## src/rtl/core/cal_pkg.sv

```systemverilog
`default_nettype none

package cal_pkg;

  typedef enum logic [1:0] {
    CMD_SCAN   = 2'd0,
    CMD_ADD    = 2'd1,
    CMD_DELETE = 2'd2,
    CMD_TICK   = 2'd3
  } cmd_e;

  typedef enum logic [1:0] {
    STAT_OK        = 2'd0,
    STAT_NOT_FOUND = 2'd1,
    STAT_PRESENT   = 2'd2,
    STAT_FULL      = 2'd3
  } status_e;

  typedef enum logic [1:0] {
    S_IDLE,
    S_SEARCH,
    S_SHIFT,
    S_DONE
  } seq_state_e;

  localparam int unsigned SlotW  = 4;
  localparam int unsigned CountW = 5;
  localparam logic [15:0] HoldTicksRst = 16'd5000;

  // Result of one command, handed from the sequencer to the output stage
  typedef struct packed {
    logic              valid;
    status_e           status;
    logic              hit;
    logic [SlotW-1:0]  slot;
    logic [CountW-1:0] count;
    logic              grant;
    logic              tick;
  } res_t;

endpackage

`default_nettype wire

```

## src/rtl/core/cal_table.sv

```systemverilog
`default_nettype none

module cal_table #(
  parameter int unsigned Depth = 16,
  parameter int unsigned IdxW  = 4
) (
  input  wire logic            clk_i,
  input  wire logic            we_i,
  input  wire logic [IdxW-1:0] waddr_i,
  input  wire logic [31:0]     wdata_i,
  input  wire logic            re_i,
  input  wire logic [IdxW-1:0] raddr_i,
  output logic      [31:0]     rdata_o
);

  logic [31:0] mem_q [Depth];

  always_ff @(posedge clk_i) begin
    if (we_i) begin
      mem_q[waddr_i] <= wdata_i;
    end
  end

  always_ff @(posedge clk_i) begin
    if (re_i) begin
      rdata_o <= mem_q[raddr_i];
    end
  end

endmodule

`default_nettype wire

```

## src/rtl/core/cal_seq.sv

```systemverilog
`default_nettype none

module cal_seq #(
  parameter int unsigned Depth = 16,
  parameter int unsigned IdxW  = 4,
  parameter int unsigned CntW  = 5
) (
  input  wire logic                 clk_i,
  input  wire logic                 rst_ni,
  input  wire logic                 start_i,
  input  wire cal_pkg::cmd_e        cmd_i,
  input  wire logic [31:0]          uid_i,
  output logic                      busy_o,
  // table port
  output logic                      we_o,
  output logic      [IdxW-1:0]      waddr_o,
  output logic      [31:0]          wdata_o,
  output logic                      re_o,
  output logic      [IdxW-1:0]      raddr_o,
  input  wire logic [31:0]          rdata_i,
  output cal_pkg::res_t             res_o
);

  localparam logic [CntW-1:0] DepthC = CntW'(Depth);
  localparam logic [CntW-1:0] OneC   = CntW'(1);

  cal_pkg::seq_state_e state_q, state_d;
  cal_pkg::cmd_e       cmd_q, cmd_d;
  logic [31:0]         uid_q, uid_d;
  logic [CntW-1:0]     count_q, count_d;
  logic [CntW-1:0]     scan_idx_q, scan_idx_d;
  logic [CntW-1:0]     rd_idx_q, rd_idx_d;
  logic                rd_pend_q, rd_pend_d;
  logic                found_q, found_d;
  logic [CntW-1:0]     pos_q, pos_d;
  logic [CntW-1:0]     shift_addr;

  logic issue, cmp_hit, last_rd, full, placed;

  assign issue      = scan_idx_q < count_q;
  assign cmp_hit    = rd_pend_q && (rdata_i == uid_q);
  assign last_rd    = (rd_idx_q + OneC) == count_q;
  assign full       = count_q >= DepthC;
  assign placed     = (cmd_q == cal_pkg::CMD_ADD) && !found_q && !full;
  assign shift_addr = rd_idx_q - OneC;

  always_ff @(posedge clk_i or negedge rst_ni) begin
    if (!rst_ni) begin
      state_q   <= cal_pkg::S_IDLE;
      count_q   <= '0;
      rd_pend_q <= 1'b0;
    end else begin
      state_q   <= state_d;
      count_q   <= count_d;
      rd_pend_q <= rd_pend_d;
    end
  end

  always_ff @(posedge clk_i) begin
    cmd_q      <= cmd_d;
    uid_q      <= uid_d;
    scan_idx_q <= scan_idx_d;
    rd_idx_q   <= rd_idx_d;
    found_q    <= found_d;
    pos_q      <= pos_d;
  end

  // next state
  always_comb begin
    state_d    = state_q;
    cmd_d      = cmd_q;
    uid_d      = uid_q;
    count_d    = count_q;
    scan_idx_d = scan_idx_q;
    rd_idx_d   = rd_idx_q;
    rd_pend_d  = rd_pend_q;
    found_d    = found_q;
    pos_d      = pos_q;
    case (state_q)
      cal_pkg::S_IDLE: begin
        rd_pend_d = 1'b0;
        if (start_i) begin
          cmd_d      = cmd_i;
          uid_d      = uid_i;
          found_d    = 1'b0;
          pos_d      = '0;
          scan_idx_d = '0;
          if (cmd_i == cal_pkg::CMD_TICK || count_q == '0) begin
            state_d = cal_pkg::S_DONE;
          end else begin
            state_d = cal_pkg::S_SEARCH;
          end
        end
      end
      cal_pkg::S_SEARCH: begin
        // reads run one entry ahead of the compare
        if (cmp_hit) begin
          found_d    = 1'b1;
          pos_d      = rd_idx_q;
          rd_pend_d  = 1'b0;
          scan_idx_d = rd_idx_q + OneC;
          if (cmd_q == cal_pkg::CMD_DELETE) begin
            state_d = cal_pkg::S_SHIFT;
          end else begin
            state_d = cal_pkg::S_DONE;
          end
        end else if (rd_pend_q && last_rd) begin
          rd_pend_d = 1'b0;
          state_d   = cal_pkg::S_DONE;
        end else begin
          rd_pend_d  = issue;
          rd_idx_d   = scan_idx_q;
          scan_idx_d = scan_idx_q + CntW'(issue);
        end
      end
      cal_pkg::S_SHIFT: begin
        rd_pend_d  = issue;
        rd_idx_d   = scan_idx_q;
        scan_idx_d = scan_idx_q + CntW'(issue);
        if (!issue && !rd_pend_q) begin
          state_d = cal_pkg::S_DONE;
        end
      end
      cal_pkg::S_DONE: begin
        if (placed) begin
          count_d = count_q + OneC;
        end else if (cmd_q == cal_pkg::CMD_DELETE && found_q) begin
          count_d = count_q - OneC;
        end
        state_d = cal_pkg::S_IDLE;
      end
      default: begin
        state_d = cal_pkg::S_IDLE;
      end
    endcase
  end

  // outputs
  always_comb begin
    busy_o  = state_q != cal_pkg::S_IDLE;
    re_o    = 1'b0;
    raddr_o = scan_idx_q[IdxW-1:0];
    we_o    = 1'b0;
    waddr_o = count_q[IdxW-1:0];
    wdata_o = uid_q;
    res_o   = '0;
    case (state_q)
      cal_pkg::S_SEARCH: begin
        re_o = issue;
      end
      cal_pkg::S_SHIFT: begin
        re_o    = issue;
        we_o    = rd_pend_q;
        waddr_o = shift_addr[IdxW-1:0];
        wdata_o = rdata_i;
      end
      cal_pkg::S_DONE: begin
        we_o        = placed;
        res_o.valid = 1'b1;
        res_o.count = cal_pkg::CountW'(count_d);
        case (cmd_q)
          cal_pkg::CMD_SCAN, cal_pkg::CMD_DELETE: begin
            res_o.status = found_q ? cal_pkg::STAT_OK : cal_pkg::STAT_NOT_FOUND;
            res_o.hit    = found_q;
            res_o.slot   = cal_pkg::SlotW'(pos_q);
            res_o.grant  = found_q && (cmd_q == cal_pkg::CMD_SCAN);
          end
          cal_pkg::CMD_ADD: begin
            if (found_q) begin
              res_o.status = cal_pkg::STAT_PRESENT;
              res_o.hit    = 1'b1;
              res_o.slot   = cal_pkg::SlotW'(pos_q);
            end else if (full) begin
              res_o.status = cal_pkg::STAT_FULL;
            end else begin
              res_o.status = cal_pkg::STAT_OK;
              res_o.hit    = 1'b1;
              res_o.slot   = cal_pkg::SlotW'(count_q);
            end
          end
          default: begin
            res_o.status = cal_pkg::STAT_OK;
            res_o.tick   = 1'b1;
          end
        endcase
      end
      default: begin
        re_o = 1'b0;
      end
    endcase
  end

  a_count_bound: assert property (@(posedge clk_i) disable iff (!rst_ni)
    count_q <= DepthC)
    else $error("entry count above table depth");

  a_done_one_cycle: assert property (@(posedge clk_i) disable iff (!rst_ni)
    state_q == cal_pkg::S_DONE |=> state_q == cal_pkg::S_IDLE)
    else $error("result state held longer than one cycle");

  a_shift_after_hit: assert property (@(posedge clk_i) disable iff (!rst_ni)
    state_q == cal_pkg::S_SHIFT |-> found_q && cmd_q == cal_pkg::CMD_DELETE)
    else $error("compaction without a matching delete");

  a_shift_write_addr: assert property (@(posedge clk_i) disable iff (!rst_ni)
    (state_q == cal_pkg::S_SHIFT && rd_pend_q) |-> rd_idx_q > pos_q)
    else $error("compaction write below the removed slot");

  a_grant_on_hit: assert property (@(posedge clk_i) disable iff (!rst_ni)
    res_o.grant |-> res_o.valid && res_o.hit)
    else $error("grant without a hit");

endmodule

`default_nettype wire

```

## src/rtl/core/card_allowlist_with_door_hold.sv

```systemverilog
// Channel  | Ports                                        | Transfer when
// ---------+----------------------------------------------+------------------------
// command  | start, busy, cmd_i, card_uid_i               | start && !busy
// result   | done_o, status_o, hit_o, slot_o,             | done_o (one cycle only)
//          | entry_count_o, door_is_open_o                |
// config   | hold_ticks_we_i, hold_ticks_i                | hold_ticks_we_i
//
// Tick, or any command on an empty table: busy only in the result state, done_o the next.
// Otherwise the search reads one entry per cycle and stops at the first hit or the last entry;
// busy covers the search and the result state, and done_o follows the result state.
// Delete at slot p then compacts, moving each later entry down by one slot.
// Reset clears count, door and hold counter; hold_ticks resets to 5000.
// The result is never stalled; a new command may start while done_o is high.
`default_nettype none

module card_allowlist_with_door_hold #(
  parameter int unsigned TABLE_DEPTH = 16
) (
  input  wire logic        clk_i,
  input  wire logic        rst_ni,
  input  wire logic        start,
  output logic             busy,
  input  wire logic [1:0]  cmd_i,
  input  wire logic [31:0] card_uid_i,
  input  wire logic        hold_ticks_we_i,
  input  wire logic [15:0] hold_ticks_i,
  output logic             done_o,
  output logic [1:0]       status_o,
  output logic             hit_o,
  output logic [3:0]       slot_o,
  output logic [4:0]       entry_count_o,
  output logic             door_is_open_o
);

  localparam int unsigned IdxW = (TABLE_DEPTH > 1) ? $clog2(TABLE_DEPTH) : 1;
  localparam int unsigned CntW = $clog2(TABLE_DEPTH + 1);

  logic            we, re;
  logic [IdxW-1:0] waddr, raddr;
  logic [31:0]     wdata, rdata;
  cal_pkg::res_t   res;

  logic [15:0] hold_ticks_q;
  logic        door_q, door_d;
  logic [15:0] hold_q, hold_d;
  logic [16:0] hold_inc;
  logic        done_q;
  logic [1:0]  status_q;
  logic        hit_q;
  logic [3:0]  slot_q;
  logic [4:0]  count_q;

  cal_table #(
    .Depth (TABLE_DEPTH),
    .IdxW  (IdxW)
  ) u_table (
    .clk_i   (clk_i),
    .we_i    (we),
    .waddr_i (waddr),
    .wdata_i (wdata),
    .re_i    (re),
    .raddr_i (raddr),
    .rdata_o (rdata)
  );

  cal_seq #(
    .Depth (TABLE_DEPTH),
    .IdxW  (IdxW),
    .CntW  (CntW)
  ) u_seq (
    .clk_i   (clk_i),
    .rst_ni  (rst_ni),
    .start_i (start),
    .cmd_i   (cal_pkg::cmd_e'(cmd_i)),
    .uid_i   (card_uid_i),
    .busy_o  (busy),
    .we_o    (we),
    .waddr_o (waddr),
    .wdata_o (wdata),
    .re_o    (re),
    .raddr_o (raddr),
    .rdata_i (rdata),
    .res_o   (res)
  );

  // door hold: counter compared one bit wider so a limit of all ones still closes
  assign hold_inc = {1'b0, hold_q} + 17'd1;

  always_comb begin
    door_d = door_q;
    hold_d = hold_q;
    if (res.valid && res.grant) begin
      door_d = 1'b1;
      hold_d = '0;
    end else if (res.valid && res.tick && door_q) begin
      if (hold_inc > {1'b0, hold_ticks_q}) begin
        door_d = 1'b0;
        hold_d = '0;
      end else begin
        hold_d = hold_inc[15:0];
      end
    end
  end

  always_ff @(posedge clk_i or negedge rst_ni) begin
    if (!rst_ni) begin
      hold_ticks_q <= cal_pkg::HoldTicksRst;
      door_q       <= 1'b0;
      hold_q       <= '0;
      done_q       <= 1'b0;
    end else begin
      if (hold_ticks_we_i) begin
        hold_ticks_q <= hold_ticks_i;
      end
      door_q <= door_d;
      hold_q <= hold_d;
      done_q <= res.valid;
    end
  end

  always_ff @(posedge clk_i) begin
    if (res.valid) begin
      status_q <= res.status;
      hit_q    <= res.hit;
      slot_q   <= res.slot;
      count_q  <= res.count;
    end
  end

  assign done_o         = done_q;
  assign status_o       = status_q;
  assign hit_o          = hit_q;
  assign slot_o         = slot_q;
  assign entry_count_o  = count_q;
  assign door_is_open_o = door_q;

  a_door_closed_hold_zero: assert property (@(posedge clk_i) disable iff (!rst_ni)
    !door_q |-> hold_q == '0)
    else $error("hold counter running with door closed");

  a_grant_opens: assert property (@(posedge clk_i) disable iff (!rst_ni)
    res.valid && res.grant |=> door_q && hold_q == '0)
    else $error("granted scan did not open the door");

  a_door_change_on_result: assert property (@(posedge clk_i) disable iff (!rst_ni)
    !$stable(door_q) |-> $past(res.valid))
    else $error("door changed without a command result");

endmodule

`default_nettype wire

```

## config.mk

```make
export PLATFORM = sky130hd
export DESIGN_NAME = card_allowlist_with_door_hold
export DESIGN_NICKNAME = d
export VERILOG_FILES = /design/src/rtl/core/cal_pkg.sv /design/src/rtl/core/cal_table.sv /design/src/rtl/core/cal_seq.sv /design/src/rtl/core/card_allowlist_with_door_hold.sv
export SDC_FILE = /design/constraint.sdc
export NUM_CORES = 1
export LEC_CHECK = 0
export BUFFER_PORTS_ARGS = -buffer_cell sky130_fd_sc_hd__buf_4
export CORE_MARGIN = 4
export CORE_UTILIZATION = 50
export CTS_BUF_LIST = sky130_fd_sc_hd__clkbuf_4 sky130_fd_sc_hd__clkbuf_8
export DETAILED_ROUTE_END_ITERATION = 8
export PLACE_DENSITY = 0.65
export SLEW_MARGIN = 20
export SYNTH_ARGS = -nofsm -noshare
export SYNTH_HDL_FRONTEND = slang
export SYNTH_HIERARCHICAL = 1
export SYNTH_SLANG_ARGS = --single-unit
```

## constraint.sdc

```tcl
create_clock -name clk_i -period 4.9 [get_ports clk_i]
set_clock_uncertainty 0.2 [all_clocks]
set_input_delay 0.49 -clock clk_i [delete_from_list [all_inputs] [get_ports clk_i]]
set_output_delay 0.49 -clock clk_i [all_outputs]
set_load 0.01 [all_outputs]
```

==> run_results.csv, run 1 <==
group,metric,value,unit
global_routing,grt_pass1_wl,86.4,mm
sta,tightest_slew,1050,ps
cts,numCtsBuffers,105,
sta,setup_tns,0,ps
cells_and_area,area_delta_synth_final,15.9,%
power_and_ir_drop,max-vdd-ir-drop,0.493,mV
cells_and_area,fill_cells,3765,
run_status,status,"finished, final reports clean",
power_and_ir_drop,p_int,11.7,mW
cts,cts_num_sinks,647,
sta,rsz0062_at_grt,"false",
sta,max_slew_margin,28.3,%
die,fp.dieH,238,um
cells_and_area,seq_area,19200,um2
synthesis,ys_seq_area_share,72.9,%
place,port_buffers,68,
power_and_ir_drop,p_comb_share,28.7,%
drt,drt_iter0_markers,1180,
cts,htreeDepth,3,
power_and_ir_drop,p_leak,10.3,nW
sta,setup_viol,0,
synthesis,ys_async_sr_fraction,6.49,%
drt,via_per_inst,5.81,
drt,first_pass_iters,5,
cts,cts_max_path_buffers,3,
power_and_ir_drop,seqPwrFrac,45.6,%
cells_and_area,layout_common_cells,"605 x edfxtp_1, 128 x mux4_2, 107 x clkbuf_8",
cells_and_area,nets,1714,
worst_setup_path,setup.worst_path.end_class,"flip-flop",
synthesis,synthFlopType,"edfxtp_1",
die,die_w,238,um
drt,postRouteAntennaNets,0,
worst_setup_path,start_kind,"flip-flop",
synthesis,yosys.cell_types.count,75,
die,die-area,56500,um2
worst_setup_path,worstPathMaxFanout,21,
global_routing,gr-total-overflow,0,
cells_and_area,multi_input_area,6830,um2
place,place_congestion,0.837,
power_and_ir_drop,swShare,32.0,%
place,dp_hpwl,34.8,mm
synthesis,syn_nets,1502,
global_routing,grtUsageTotal,20.2,%
worst_setup_path,worst-setup-path-type,"flip-flop to flip-flop",
run,max-cap-violations,0,
drt,drc_errors,0,
synthesis,synth_edf_count,605,
sta,min_period,4230,ps
synthesis,syn_area,26400,um2
die,fp-row-count,83,
cells_and_area,final_common_cell,"edfxtp_1",
synthesis,synth_cells,1416,
global_routing,grt_pass1_vias,14154,
drt,vias,13861,
global_routing,grt_max_degree,132,
cells_and_area,fin_util,59.0,%
sta,whs,63.5,ps
sta,fin_crit_sh,86.3,%
sta,drv_slew,0,
cts,cts.clk_slew.worst_paths,60,ps
synthesis,ys.warnings.count,6,
cts,cts_resized,0,
drt,routed_wl,56.0,mm
power_and_ir_drop,power,17.2,mW
power_and_ir_drop,power_frac_clock,25.7,%
die,num_io_pins,69,
worst_setup_path,arrival,4380,ps
cts,cts_tree,"done",
cts,clock_latency,710,ps
global_routing,antenna_found_initial,1,
cells_and_area,drive_gt1_share,27.5,%
die,start_util,50.9,%
power_and_ir_drop,p_per_area,561,nW/um2
power_and_ir_drop,switching_power,5.50,mW
drt,routedWlPerCell,23.5,um
sta,clock.fmax,0.237,GHz
die,core-area,51800,um2
synthesis,synth.avg_cell_area,18.6,um2
worst_setup_path,cp_data_required_time,5050,ps
synthesis,synth_seq_cells,647,
worst_hold_path,holdCritPathClass,"primary input to flip-flop",
cells_and_area,antenna_cells,0,
sta,hold_viol,0,
cts,cts_root_buffer,"clkbuf_8",
[worst max-delay path: stages, from the launching register on]
cell	delay (ps)
dfrtp_1	410
inv_1	190
ha_2	640
inv_1	210
mux2i_1	840
nand2_1	500
nor2_4	500
buf_4	390
[path summary, 6_finish.rpt]
check | startpoint | to | slack (ps) | depth (start not counted)
worst max register to register | u_seq/state_q[0]$_DFFE_PN0P_ | u_table/mem_q[15][11]$_DFFE_PP_ | 670 | 7
max in group asynchronous | rst_ni | hold_ticks_q[6]$_DFFE_PN0P_ | 3930 | 2
min in group asynchronous | rst_ni | u_seq/count_q[0]$_DFF_PN0_ | 150 | 2
worst min-delay path | hold_ticks_we_i | hold_ticks_q[14]$_DFFE_PN0P_ | 60 | 2
worst max-delay path | u_seq/state_q[0]$_DFFE_PN0P_ | u_table/mem_q[15][11]$_DFFE_PP_ | 670 | 7
worst min register to register | u_seq/scan_idx_q[4]$_DFFE_PP_ | u_seq/rd_idx_q[4]$_DFFE_PP_ | 330 | 0
[state kept, by name, summed over array words and instances (netlist names), 2 cells and up]
name              flops
u_table/rdata_o      32
u_table/mem_q       512
entry_count_o         5
u_seq/count_q         5
u_seq/cmd_q           2
hold_ticks_q         16
u_seq/state_q         2
u_seq/uid_q          32
u_seq/pos_q           4
status_o              2
u_seq/scan_idx_q      5
slot_o                4
u_seq/rd_idx_q        5
hold_q               16
[final cells by class]
class | instances | share of cell area [%]
tap | 680 | 2.78
clock buffer | 147 | 5.80
inverter | 39 | 0.479
clock inverter | 37 | 0.712
sequential | 647 | 62.9
multi-input combinational | 661 | 22.3
timing repair buffer | 174 | 5.01
[Yosys cell counts (all sizes together) (3+ instances only)]
master  instances  share of area, %
nor4            5              0.20
xnor2          44               1.5
nand3          23              0.46
nand3b          4              0.11
mux2           32               1.4
a21oi          22              0.43
nand2          84               1.2
nor2           39              0.55
a22o            9              0.30
ha             32               1.5
a22oi          66               1.9
and3           12              0.28
or3             6              0.14
nor4b           3              0.18
edfxtp        605                69
nor2b           7              0.17
inv            39              0.55
dfrtp          37               3.5
a21o            5              0.14
o31ai           9              0.26
o21ai          34              0.65
clkbuf         28              0.40
mux4          128                11
mux2i           3              0.11
nor3           13              0.28
buf            41              0.90
a31oi           3             0.071
and2            9              0.21
nand4          13              0.41
a211oi          5              0.19
nand2b          4             0.095
or2b            4              0.12
xor2           12              0.40
dfstp           5              0.50
[stage by stage]
stage                     cells  instance area (um2)  setup slack [ps]
final                      2385                30600               673
after floorplan            1416                26400               238
after global routing       2385                30600               394
after global placement     2121                27800               832
after detailed placement   2121                27800               666
after CTS                  2385                30600               653
[power by group through the flow]
stage	Clock (mW)	Sequential [mW]	Combinational, mW
floorplan	0	7.79	3.32
detailed placement	0	7.93	4.88
global route	4.82	7.87	5.37
global placement	0	7.91	4.77
CTS	4.54	7.83	4.95
finish	4.41	7.82	4.93
[layer usage]
| layer | vias up | part of all wire (%) | GRT usage [%] |
|---|---|---|---|
| met5 | - | 0.020 | 0 |
| met3 | 88 | 7.3 | 5.38 |
| met2 | 446 | 45 | 29.4 |
| met4 | 2 | 2.0 | 5.18 |
| li1 | 6141 | - | - |
| met1 | 7184 | 45 | 30.9 |
[cells by family (layout without fill, tap and decap cells)]
kind of cell / Yosys count / count (layout) / share of synthesized area (%)
flip-flops: 647 / 647 / 72.9
AND/OR/NAND/NOR: 238 / 238 / 4.80
AO/OA/AOI/OAI: 171 / 171 / 4.58
multiplexers: 163 / 163 / 12.4
buffers and inverters: 108 / 397 / 1.85
XOR/XNOR: 57 / 57 / 1.94
adder cells (fa/ha/maj): 32 / 32 / 1.52
[timing repair]
action	in CTS	in global routing
buffers inserted	0	0
endpoints found under the hold margin	92	0
hold buffers	80	0
Power figures use the tool's default switching activity.
==> inputs of run 2 (changes only) <==
--- a/config.mk
+++ b/config.mk
@@ -10,7 +10,7 @@
 export CORE_UTILIZATION = 50
 export CTS_BUF_LIST = sky130_fd_sc_hd__clkbuf_4 sky130_fd_sc_hd__clkbuf_8
 export DETAILED_ROUTE_END_ITERATION = 8
-export PLACE_DENSITY = 0.65
+export PLACE_DENSITY = 0.62
 export SLEW_MARGIN = 20
 export SYNTH_ARGS = -nofsm -noshare
 export SYNTH_HDL_FRONTEND = slang
==> constraint.sdc (replaced) <==
create_clock -name clk_i -period 4.4 [get_ports clk_i]
set_clock_uncertainty 0.2 [all_clocks]
set_input_delay 0.44 -clock clk_i [delete_from_list [all_inputs] [get_ports clk_i]]
set_output_delay 0.44 -clock clk_i [all_outputs]
set_load 0.01 [all_outputs]
==> run 2 against run 1 <==
  * Worst setup slack worse by 200 ps
  * Critical path depth increased by 5
  * Combinational power is 11% higher
  * Core utilization is 0.49 points higher
  * Wire length grew 9.8%
  * Clock power up 13%
  * Largest power group unchanged
  * Register-to-register slack lost 200 ps
  * Sequential cell count unchanged
  * First-iteration DRC count grew 12%
  * Via count is 2.4% higher
  * Sequential power grew 11%
  * Global-route usage up 1.6 points
==> run_results.csv, run 2 (synthesis results as in run 1) <==
group,metric,value,unit
cts,clock_latency,690,ps
sta,fin_ws,468,ps
die,fp-row-count,83,
power_and_ir_drop,power_frac_clock,26.1,%
worst_setup_path,cp_cell_sequence,"ha_1, nand3_2, or3_1, inv_1, and3_1, xor2_1, ha_1, nand3_1, or2_2, a211oi_4, nor3_2, a22o_1",
place,place_congestion,0.819,
global_routing,gr-total-overflow,0,
power_and_ir_drop,p_comb_share,28.6,%
power_and_ir_drop,power,19.2,mW
cells_and_area,final_common_cell,"edfxtp_1",
cells_and_area,fin_util,59.5,%
worst_setup_path,reg2reg_depth,12,
cts,hold_buffers,82,
die,fp.dieH,238,um
global_routing,antenna_found_initial,0,
cts,post_cts_buffers,0,
power_and_ir_drop,swShare,31.9,%
worst_setup_path,critPathBufInv,1,
cells_and_area,layout_common_cells,"605 x edfxtp_1, 128 x mux4_2, 109 x clkbuf_8",
global_routing,grt_pass1_vias,14531,
worst_setup_path,worstSetupPathDepth,12,
worst_hold_path,holdCritPathClass,"primary input to asynchronous set/reset pin",
worst_setup_path,arrival,4300,ps
power_and_ir_drop,p_leak,10.5,nW
cells_and_area,area_delta_synth_final,16.9,%
drt,vias,14196,
worst_setup_path,cpLargestDelayFamily,"simple AND/OR/NAND/NOR gates",
sta,setup_viol,0,
power_and_ir_drop,p_int,13.1,mW
sta,clock.fmax,0.254,GHz
global_routing,grt_pass1_wl,91.8,mm
sta,setup_tns,0,ps
die,start_util,50.9,%
cells_and_area,fill_cells,3802,
worst_setup_path,cp_slowest_stage_delay,650,ps
drt,postRouteAntennaNets,0,
place,dp_hpwl,33.3,mm
cts,numCtsBuffers,103,
cts,cts_resized,0,
cts,cts_root_buffer,"clkbuf_8",
power_and_ir_drop,max-vdd-ir-drop,0.531,mV
worst_setup_path,worstPathMaxFanout,17,
worst_setup_path,cpMostUsedCell,"ha_1",
cells_and_area,drive_gt1_share,28.3,%
worst_setup_path,worst-setup-path-type,"flip-flop to flip-flop",
cts,htreeDepth,3,
worst_setup_path,slowest_stage,"a211oi_4",
place,dp_worst_setup_slack,507,ps
run_status,status,"finished, final reports clean",
power_and_ir_drop,seqPwrFrac,45.3,%
power_and_ir_drop,switching_power,6.11,mW
die,core-area,51800,um2
drt,via_per_inst,5.91,
worst_setup_path,start_kind,"flip-flop",
run,max-cap-violations,0,
worst_setup_path,setup.worst_path.end_class,"flip-flop",
global_routing,grt_max_degree,132,
cts,cts_max_path_buffers,3,
drt,drt_iter0_markers,1322,
global_routing,grtUsageTotal,21.8,%
drt,routed_wl,61.5,mm
cells_and_area,biggestRegsByFlops,"u_table/mem_q x512, u_seq/uid_q x32, u_table/rdata_o x32",
drt,drc_errors,0,
sta,rsz0062_at_grt,"false",
cts,cts.clk_slew.worst_paths,60,ps
sta,tightest_slew,979,ps
worst_setup_path,r2r_slack,470,ps
cells_and_area,regMostFlops,"u_table/mem_q",
die,die-area,56500,um2
place,port_buffers,68,
worst_setup_path,cp_data_required_time,4770,ps
cts,cts_tree,"done",
sta,min_period,3930,ps
die,num_io_pins,69,
sta,drv_slew,0,
die,die_w,238,um
power_and_ir_drop,p_per_area,622,nW/um2
cells_and_area,largest_register_ffs,512,
sta,fin_crit_sh,89.4,%
cts,cts_num_sinks,647,
drt,routedWlPerCell,25.6,um
cells_and_area,antenna_cells,0,
sta,max_slew_margin,34.7,%
drt,first_pass_iters,5,
cells_and_area,nets,1729,
sta,hold_viol,0,
run 2: changes by cell type in the layout (fill, tap and decap cells not counted), sizes merged:
cell / change
inv: +2
buf: +15
clkinvlp: -1
bufinv: -1
clkinv: -4
clkbuf: +4
dlygate4sd3: +2
run 2: worst paths after layout:
check | start | to
worst min-delay path | rst_ni | u_seq/count_q[3]$_DFF_PN0_
worst max-delay path | hold_q[0]$_DFFE_PN0P_ | hold_q[8]$_DFFE_PN0P_
worst min register to register | door_is_open_o$_DFFE_PN0P_ | door_is_open_o$_DFFE_PN0P_
min in group clk_i | start | u_seq/scan_idx_q[3]$_DFFE_PP_
worst max register to register | hold_q[0]$_DFFE_PN0P_ | hold_q[8]$_DFFE_PN0P_
max in group asynchronous | rst_ni | hold_ticks_q[2]$_DFFE_PN0P_
run 2: cell type report:
type	count	area, um2	area share [%]
Multi-Input combinational cell	661	6840	22.2
Clock inverter	33	189	0.613
Clock buffer	151	1820	5.89
Tap cell	680	851	2.76
Timing Repair Buffer	191	1760	5.72
Inverter	39	146	0.475
Sequential cell	647	19200	62.4
run 2: per-stage QoR:
| step | area [um2] | instances | hold WS (ps) |
|---|---|---|---|
| 3_5_place_dp | 28000 | 2136 | 279 |
| 4_1_cts | 30800 | 2402 | 68.4 |
| 6_report | 30800 | 2402 | 94.9 |
| 2_1_floorplan | 26400 | 1416 | -55.6 |
| 3_3_place_gp | 28000 | 2136 | 264 |
| 5_1_grt | 30800 | 2402 | 91.3 |
run 2: worst reg2reg max path, stage by stage (launching register included):
cell and delay [ps]:
dfrtp_1 430, ha_1 290, nand3_2 180, or3_1 470, inv_1 90, and3_1 200, xor2_1 80, ha_1 300
nand3_1 100, or2_2 320, a211oi_4 650, nor3_2 230, a22o_1 290
run 2: power groups by stage:
stage               logic, mW  registers (mW)  clock network, mW
finish                   5.49            8.68               5.00
global route             5.95            8.74               5.41
CTS                      5.53            8.68               5.11
detailed placement       5.45            8.80                  0
global placement         5.34            8.78                  0
floorplan                3.70            8.68                  0
run 2: per-layer routing:
layer,track usage (%),up-vias,wire [um]
li1,-,6169,-
met1,31.0,7367,25800
met2,34.8,565,29700
met3,4.72,95,4760
met4,5.79,0,1220
met5,0,-,0
